## src/rtl/core/tbc_pkg.sv

```systemverilog
`timescale 1ns / 1ps
`default_nettype none
// ----------------------------------------------------------------------------
// tbc_pkg: shared types and constants of the translated block cache
// Transaction payloads, operation and status codes, and the command and
// status groups that join the controller to the datapath.
// ----------------------------------------------------------------------------
package tbc_pkg;

	// Operation codes carried in the func field.
	localparam logic [2:0] FUNC_LOOKUP = 3'd0;
	localparam logic [2:0] FUNC_INSERT = 3'd1;
	localparam logic [2:0] FUNC_FLUSH  = 3'd2;
	localparam logic [2:0] FUNC_INVAL  = 3'd3;
	localparam logic [2:0] FUNC_EMIT   = 3'd4;

	// Result status codes.
	localparam logic [1:0] ST_OK        = 2'd0;
	localparam logic [1:0] ST_MISS      = 2'd1;
	localparam logic [1:0] ST_POOL_FULL = 2'd2;
	localparam logic [1:0] ST_BAD_COUNT = 2'd3;

	// Multiplicative hash constant and the shift that picks the bucket bits.
	localparam logic [31:0] HASH_MUL   = 32'd2654435761;
	localparam int          HASH_SHIFT = 16;

	typedef struct packed {
		logic [2:0]  func;
		logic [31:0] guest_addr;
		logic [25:0] host_offset;
		logic [31:0] range_end;
		logic [10:0] word_count;
	} in_t;

	typedef struct packed {
		logic [1:0]  status;
		logic [25:0] found_offset;
		logic        flushed;
	} out_t;

	// Commands from the controller to the datapath.
	typedef struct packed {
		logic       ld_hash;
		logic       head_rd_bkt;
		logic       cur_from_head;
		logic       cur_from_next;
		logic       prev_to_nil;
		logic       prev_to_cur;
		logic       ins_commit;
		logic       unlink_push;
		logic       clr_step;
		logic       bkt_clear;
		logic       bkt_inc;
		logic       pool_reset;
		logic       emit_commit;
		logic       set_flushed;
		logic       res_init;
		logic       res_st_ld;
		logic [1:0] res_st;
		logic       res_hit;
		logic       ld_out;
	} cmd_t;

	// Status from the datapath to the controller.
	typedef struct packed {
		logic [2:0] func;
		logic       hit;
		logic       in_range;
		logic       range_empty;
		logic       cur_nil;
		logic       bkt_last;
		logic       pool_full;
		logic       cnt_bad;
		logic       overflow;
		logic       out_free;
	} sts_t;

endpackage
`default_nettype wire

```

## src/rtl/core/tbc_ctrl.sv

```systemverilog
`timescale 1ns / 1ps
`default_nettype none
// ----------------------------------------------------------------------------
// tbc_ctrl: operation sequencer of the translated block cache
// Steps each operation through hashing, chain walks, bucket sweeps and the
// allocation, and hands the result to the output register.
// ----------------------------------------------------------------------------
module tbc_ctrl import tbc_pkg::*; (
	input  wire logic clk,
	input  wire logic arst_n,
	input  wire logic in_valid,
	output logic      in_ready,
	input  wire sts_t sts,
	output cmd_t      cmd
);

	localparam logic [3:0] S_RST   = 4'd0;
	localparam logic [3:0] S_IDLE  = 4'd1;
	localparam logic [3:0] S_DISP  = 4'd2;
	localparam logic [3:0] S_HEAD  = 4'd3;
	localparam logic [3:0] S_HDAT  = 4'd4;
	localparam logic [3:0] S_WRD   = 4'd5;
	localparam logic [3:0] S_WCHK  = 4'd6;
	localparam logic [3:0] S_CLR   = 4'd7;
	localparam logic [3:0] S_EMIT  = 4'd8;
	localparam logic [3:0] S_IHEAD = 4'd9;
	localparam logic [3:0] S_IHDAT = 4'd10;
	localparam logic [3:0] S_IRD   = 4'd11;
	localparam logic [3:0] S_ICHK  = 4'd12;
	localparam logic [3:0] S_FIN   = 4'd13;

	logic [3:0] state_q;
	logic [3:0] state_d;

	assign in_ready = (state_q == S_IDLE);

	// Next state and command decode.
	always_comb begin
		state_d = state_q;
		cmd     = '0;
		unique case (state_q)
			S_RST: begin
				cmd.clr_step = 1'b1;
				if (sts.bkt_last) begin
					state_d = S_IDLE;
				end
			end
			S_IDLE: begin
				if (in_valid) begin
					cmd.res_init  = 1'b1;
					cmd.bkt_clear = 1'b1;
					state_d       = S_DISP;
				end
			end
			S_DISP: begin
				unique case (sts.func)
					FUNC_LOOKUP, FUNC_INSERT: begin
						cmd.ld_hash = 1'b1;
						state_d     = S_HEAD;
					end
					FUNC_FLUSH: state_d = S_CLR;
					FUNC_INVAL: state_d = sts.range_empty ? S_FIN : S_IHEAD;
					FUNC_EMIT: begin
						if (sts.cnt_bad) begin
							cmd.res_st_ld = 1'b1;
							cmd.res_st    = ST_BAD_COUNT;
							state_d       = S_FIN;
						end else if (sts.overflow) begin
							cmd.set_flushed = 1'b1;
							state_d         = S_CLR;
						end else begin
							state_d = S_EMIT;
						end
					end
					default: state_d = S_FIN;
				endcase
			end
			S_HEAD: state_d = S_HDAT;
			S_HDAT: begin
				if (sts.func == FUNC_LOOKUP) begin
					cmd.cur_from_head = 1'b1;
					state_d           = S_WRD;
				end else if (sts.pool_full) begin
					cmd.res_st_ld = 1'b1;
					cmd.res_st    = ST_POOL_FULL;
					state_d       = S_FIN;
				end else begin
					cmd.ins_commit = 1'b1;
					state_d        = S_FIN;
				end
			end
			S_WRD: begin
				if (sts.cur_nil) begin
					cmd.res_st_ld = 1'b1;
					cmd.res_st    = ST_MISS;
					state_d       = S_FIN;
				end else begin
					state_d = S_WCHK;
				end
			end
			S_WCHK: begin
				if (sts.hit) begin
					cmd.res_hit = 1'b1;
					state_d     = S_FIN;
				end else begin
					cmd.cur_from_next = 1'b1;
					state_d           = S_WRD;
				end
			end
			S_CLR: begin
				cmd.clr_step = 1'b1;
				if (sts.bkt_last) begin
					cmd.pool_reset = 1'b1;
					state_d        = (sts.func == FUNC_EMIT) ? S_EMIT : S_FIN;
				end
			end
			S_EMIT: begin
				cmd.emit_commit = 1'b1;
				state_d         = S_FIN;
			end
			S_IHEAD: begin
				cmd.head_rd_bkt = 1'b1;
				state_d         = S_IHDAT;
			end
			S_IHDAT: begin
				cmd.cur_from_head = 1'b1;
				cmd.prev_to_nil   = 1'b1;
				state_d           = S_IRD;
			end
			S_IRD: begin
				if (!sts.cur_nil) begin
					state_d = S_ICHK;
				end else if (sts.bkt_last) begin
					state_d = S_FIN;
				end else begin
					cmd.bkt_inc = 1'b1;
					state_d     = S_IHEAD;
				end
			end
			S_ICHK: begin
				if (sts.in_range) begin
					cmd.unlink_push = 1'b1;
				end else begin
					cmd.prev_to_cur = 1'b1;
				end
				cmd.cur_from_next = 1'b1;
				state_d           = S_IRD;
			end
			S_FIN: begin
				if (sts.out_free) begin
					cmd.ld_out = 1'b1;
					state_d    = S_IDLE;
				end
			end
			default: state_d = S_IDLE;
		endcase
	end

	// State register.
	always_ff @(posedge clk or negedge arst_n) begin
		if (!arst_n) begin
			state_q <= S_RST;
		end else begin
			state_q <= state_d;
		end
	end

endmodule
`default_nettype wire

```

## config.mk

```make
export PLATFORM = sky130hd
export DESIGN_NAME = tbc_ctrl
export DESIGN_NICKNAME = d
export VERILOG_FILES = /design/src/rtl/core/tbc_pkg.sv /design/src/rtl/core/tbc_ctrl.sv
export SDC_FILE = /design/constraint.sdc
export NUM_CORES = 1
export LEC_CHECK = 0
export BUFFER_PORTS_ARGS = -buffer_cell sky130_fd_sc_hd__buf_2
export CORE_MARGIN = 5
export CORE_UTILIZATION = 47
export CTS_BUF_LIST = sky130_fd_sc_hd__clkbuf_4 sky130_fd_sc_hd__clkbuf_8
export CTS_CLUSTER_SIZE = 24
export DETAILED_ROUTE_END_ITERATION = 8
export GPL_TIMING_DRIVEN = 0
export PLACE_DENSITY = 0.82
export SLEW_MARGIN = 20
export SYNTH_ARGS = -nofsm -noshare
export SYNTH_HDL_FRONTEND = slang
export SYNTH_SLANG_ARGS = --single-unit
```

## constraint.sdc

```tcl
create_clock -name clk -period 1.75 [get_ports clk]
set_input_delay 0.0875 -clock clk [delete_from_list [all_inputs] [get_ports clk]]
set_output_delay 0.0875 -clock clk [all_outputs]
set_load 0.05 [all_outputs]
```

==> qor.yml, run 1 <==
routing:
  ant_nets: 0
  drc: 0
  dr.pass1.iters: 4
  dr.first_iter.drc_count: 27
  vias: 987
  wl_per_cell_um: 15.4
  via_per_inst: 5.91
  finalWirelength_mm: 2.58
cells_and_area:
  design_area_um2: 1170
  multi_input_area_um2: 636
  final_cell_mix: "buf_2, buf_4, nand2_1, nor2_1, clkbuf_4"
  largestRegisters: "state_q (4)"
  diodes: 0
  final_common_cell: "buf_2"
  regMostFlops: "state_q"
  fillerInstances: 106
  largest_reg_flops: 4
  drive_above_1_share_pct: 48.3
  area_delta_synth_final_pct: 56.1
  seqCellArea_um2: 100
  final_nets: 168
setup_path:
  max_stage_delay_ps: 360
  crit_required_ps: 1660
  cp-end-kind: "primary output"
  critPathMaxFanout: 6
  start_kind: "flip-flop"
  path_delay_family: "simple AND/OR/NAND/NOR gates"
  cp_num_buf_inv: 3
  crit_slowest_cell: "dfrtp_1"
  crit_chain: "buf_6 -> nor4b_4 -> buf_4 -> nand3_2 -> a21oi_2 -> nand2b_4 -> buf_8"
  worstSetupPathType: "reg -> out"
  crit_arrival_ps: 1710
global_route:
  antenna_found_initial: 0
  grt_usage_pct: 22.2
  grt.overflow.total: 0
  grt_pass1_vias: 1001
  grt_max_degree: 11
  grt_pass1_wl_mm: 4.36
synthesis:
  async_flop_share_pct: 100
  syn-num-nets: 123
  ys_seq_area_share_pct: 13.4
  yosys.area.top_type_share_pct: 13.4
  synth.area.top_cells: "dfrtp_1, nor2_1, nor3_1"
  synth.avg_cell_area_um2: 6.92
  synthCells: 108
  synth_edf_count: 0
  yosys_warnings: 0
  synthFlopType: "dfrtp_1"
  yosysTopAreaCell: "dfrtp_1"
  ys_ff_latch: 4
  syn-cell-area_um2: 747
  ys_types: 38
cts:
  cts_max_level: 1
  clk_latency_ps: 260
  cts_tree: "built"
  clk_pin_slew_ps: 40
  root_buffer: "clkbuf_4"
  clockBufferDepth: 2
  cts_inserted_buffers: 3
  numClockSinks: 4
timing:
  fin_tns_setup_ps: -64.5
  setup_viol: 2
  finalHoldViolCount: 0
  rsz0062_at_grt: "true"
  relSlewSlack_pct: 65.0
  period_share_pct: 103
  drv_slew: 0
  fin_skew_ps: 12.7
  worst_pin_slew_ps: 521
  fin_ws_ps: -45.4
  holdWs_ps: 199
  fin_crit_ps: 1800
  fmax_mhz: 557
run_status:
  violations: "negative setup slack"
  status: "finished, violations left"
power:
  peakVddDrop_v: 0.00107
  power.density_nw_per_um2: 1680
  power.leakage_uw: 0.000531
job:
  maxCapViolations: 0
placed_design:
  io_buffers: 33
  place.gp.congestion: 0.954
  hpwl_mm: 1.89
  placed_area_um2: 980
die:
  io_pins: 36
  initial_core_util_pct: 49.6
  fp-row-count: 14
  die-area_um2: 2490
  die_w_um: 49.9
  core_um2: 1510
  die_h_um: 49.9
hold_path:
  hold_class: "in -> reg"
[synth_stat cells (2+ instances only)]
master	number
a21oi_1	6
a31oi_1	3
and2_1	2
buf_2	6
buf_4	2
clkbuf_1	2
dfrtp_1	4
inv_1	5
mux2i_1	2
nand2_1	10
nand2b_1	5
nand3_1	7
nor2_1	12
nor2b_1	2
nor3_1	8
nor3b_1	3
nor4_1	3
o211ai_1	4
o21ai_0	2
o221ai_1	2
[stage by stage]
stage          std cells  power, µW  util (%)  worst slack (ps)
2_1_floorplan        108       1310         -              -333
3_3_place_gp         157       1550      65.0              72.4
3_5_place_dp         157       1590      65.0              48.9
4_1_cts              164       1830      72.0             -23.5
5_1_grt              167       2090      77.4              -166
6_report             167       1960      77.4             -45.4
[cell families after synthesis]
kind of cell / share of synthesized area, %
compound gates: 26.8
buf+inv: 11.1
simple gates: 44.6
flops: 13.4
mux: 4.19
[per-layer routing]
metal	global-route usage, %	share of wire, %	vias up
li1	-	-	483
met1	27.5	43	451
met2	31.8	46	44
met3	7.53	7.8	9
met4	14.8	3.6	0
met5	0	0	-
[final cells by class]
type | count | share of cell area [%]
Buffer | 11 | 7.62
Clock buffer | 3 | 1.93
Inverter | 5 | 1.61
Multi-Input combinational cell | 88 | 54.5
Sequential cell | 4 | 8.58
Tap cell | 16 | 1.72
Timing Repair Buffer | 40 | 24.0
[timing repair]
item,4_1_cts,5_1_grt
setup endpoints to repair,7,12
resized for setup,15,22
hold endpoints to repair,4,0
hold buffers,1,0
gates cloned,0,0
setup buffers,3,3
pin swaps,2,5
[power breakdown]
group          switching (µW)  internal, µW  total (µW)
combinational            1020           653        1670
clock                    48.2          77.3         126
sequential               28.8           138         167
total                    1090           868        1960
[worst register-to-register path, stage by stage (launching register included)]
cell and delay, ps:
dfrtp_1 360, buf_6 130, buf_4 140, or3_4 350, a211oi_4 270, nor3_1 90
a211oi_2 200
[worst paths after layout]
check / start / to / slack (ps) / depth (start not counted)
max: state_q[2]$_DFFE_PN0P_ / cmd[4] / -50 / 7
min: sts[1] / state_q[0]$_DFFE_PN0P_ / 200 / 3
max reg2reg: state_q[2]$_DFFE_PN0P_ / state_q[0]$_DFFE_PN0P_ / 100 / 6
min reg2reg: state_q[3]$_DFFE_PN0P_ / state_q[3]$_DFFE_PN0P_ / 850 / 4
max in group asynchronous: arst_n / state_q[0]$_DFFE_PN0P_ / 1400 / 2
min in group asynchronous: arst_n / state_q[2]$_DFFE_PN0P_ / 210 / 2
(Power assumes the default switching activity.)
==> inputs of run 2 (changes only) <==
- ABC_AREA: not set -> 1
- CORE_UTILIZATION: 47 -> 45
==> qor.yml, run 2 <==
synthesis:
  ys_ff_latch: 4
  ys_types: 17
  synthFlopType: "dfrtp_1"
  syn-num-nets: 148
  yosysTopAreaCell: "nand2_1"
  async_flop_share_pct: 100
  synthTopCellsByCount: "nand2_1, nor2_1, inv_1, nand3_1"
  synth.area.top_cells: "nand2_1, dfrtp_1, nor2_1"
  yosys.area.top_type_share_pct: 28.8
  synthCells: 133
  synth.most_common_cell: "nand2_1"
  synth.avg_cell_area_um2: 4.90
  yosys_warnings: 0
  syn-cell-area_um2: 652
  ys_seq_area_share_pct: 15.4
  synth_edf_count: 0
placed_design:
  placed_area_um2: 866
  io_buffers: 35
  place.gp.congestion: 0.934
  hpwl_mm: 1.70
  post-place-ws_ps: 269
cells_and_area:
  area_delta_synth_final_pct: 39.7
  final_nets: 189
  largest_reg_flops: 4
  fillerInstances: 129
  final_common_cell: "nand2_1"
  design_area_um2: 911
  drive_above_1_share_pct: 32.0
  diodes: 0
  final_cell_mix: "nand2_1, buf_2, inv_1, nor2_1, nand3_1"
  regMostFlops: "state_q"
  largestRegisters: "state_q (4)"
cts:
  clk_latency_ps: 240
  cts_max_level: 1
  root_buffer: "clkbuf_4"
  cts_inserted_buffers: 3
  clk_pin_slew_ps: 40
  numClockSinks: 4
  clockBufferDepth: 2
  cts_tree: "built"
power:
  power.leakage_uw: 0.000648
  power.density_nw_per_um2: 1680
  peakVddDrop_v: 0.000933
timing:
  drv_slew: 0
  finalHoldViolCount: 0
  rsz0062_at_grt: "false"
  fin_ws_ps: 126
  fmax_mhz: 616
  fin_skew_ps: 4.17
  worst_pin_slew_ps: 252
  period_share_pct: 92.8
  setup_viol: 0
  relSlewSlack_pct: 83.2
  fin_tns_setup_ps: 0
  fin_crit_ps: 1620
routing:
  dr.pass1.iters: 6
  wl_per_cell_um: 10.5
  top_layer_used: "met4"
  via_per_inst: 4.92
  wl_met1_um: 784
  dr.first_iter.drc_count: 24
  routed-wl-met2_mm: 1.02
  finalWirelength_mm: 1.96
  drc: 0
  wl_met3_um: 143
  ant_nets: 0
  vias: 920
global_route:
  grt_pass1_wl_mm: 3.16
  antenna_found_initial: 0
  grt_pass1_vias: 835
  grt.overflow.total: 0
  grt_max_degree: 8
  grt_usage_pct: 19.4
setup_path:
  cp-endpoint: "cmd[13]"
  regToRegSetupSlack_ps: 380
  r2r-end: "state_q[0]$_DFFE_PN0P_"
  path_delay_family: "simple AND/OR/NAND/NOR gates"
  crit_chain: "nor2_2 -> inv_1 -> nor2_1 -> nand2_1 -> nor2_1 -> buf_2"
  cp-end-kind: "primary output"
  crit_required_ps: 1660
  start_kind: "flip-flop"
  crit_slowest_cell: "dfrtp_1"
  max_stage_delay_ps: 420
  worstSetupPathType: "reg -> out"
  rr_worst_depth: 9
  cp_num_buf_inv: 2
  critPathMaxFanout: 5
  crit_arrival_ps: 1540
  crit_top_cell: "nor2_1"
  crit_path_start: "state_q[1]$_DFFE_PN0P_"
  cp.depth: 6
  r2r-start: "state_q[0]$_DFFE_PN0P_"
die:
  die_w_um: 48.1
  initial_core_util_pct: 48.9
  io_pins: 36
  die-area_um2: 2310
  die_h_um: 48.1
  core_um2: 1330
  fp-row-count: 13
hold_path:
  hold_class: "in -> reg"
run_status:
  status: "completed"
job:
  maxCapViolations: 0
## run 2: changes by cell type after synthesis, moves of 5 or more
cell and delta:
nor2_1 +11, nand2_1 +40, inv_1 +17, nand2b_1 -5, buf_2 -6, a21oi_1 -5
## run 2: how the worst min path moves through the flow
stage	startpoint	endpoint	cells after the start	slack, ps
after floorplan	arst_n	state_q[0]$_DFFE_PN0P_	0	-210
after global routing	sts[4]	state_q[1]$_DFFE_PN0P_	4	190
after CTS	sts[0]	state_q[3]$_DFFE_PN0P_	4	160
final	sts[0]	state_q[3]$_DFFE_PN0P_	4	170
after detailed placement	arst_n	state_q[3]$_DFFE_PN0P_	1	-110
after global placement	arst_n	state_q[3]$_DFFE_PN0P_	1	-110
## run 2: repair_timing
| action | in CTS | in global routing |
|---|---|---|
| setup endpoints to repair | 0 | 8 |
| endpoints found under the hold margin | 4 | 0 |
| resized for setup | 0 | 4 |
| setup buffers | 0 | 0 |
| hold buffers | 1 | 0 |
## run 2: per-layer routing
metal,global-route usage (%),up-vias
li1,-,477
met1,23.2,405
met2,35.4,36
met3,4.51,2
met4,3.23,0
met5,0,-
## run 2: cell type report
type	count	area, µm²	area share [%]
Sequential cell	4	100	11.0
Multi-Input combinational cell	103	478	52.5
Timing Repair Buffer	36	190	20.9
Inverter	25	93.8	10.3
Clock buffer	3	22.5	2.47
Tap cell	15	18.8	2.06
Buffer	1	7.51	0.824
## run 2: metrics by stage
stage	total power (µW)	hold slack (ps)	std cells	util [%]
2_1_floorplan	1140	-208	133	-
3_3_place_gp	1370	-108	183	64.9
3_5_place_dp	1390	-107	183	64.9
4_1_cts	1510	160	187	67.4
5_1_grt	1680	186	187	68.3
6_report	1530	165	187	68.3
## run 2: logic make-up (layout without fill, tap and decap cells)
kind of cell,after synthesis,in the layout,synth area share [%]
simple gates,96,96,62.8
buf+inv,26,65,15.5
compound gates,7,7,6.33
flops,4,4,15.4
## run 2: worst reg2reg max path: stages, from the launching register on
cell and delay (ps):
dfrtp_1 420, inv_1 80, nand2_1 130, inv_1 90, nand2_1 140, nand3_1 100, nor2_1 120, nand2_1 70
nand2_1 60, nand2_1 50
## run 2: report_power, final
group	switching (µW)	internal, µW
Combinational	873	318
Sequential	79.4	143
Clock	36.7	76.6
Total	989	538
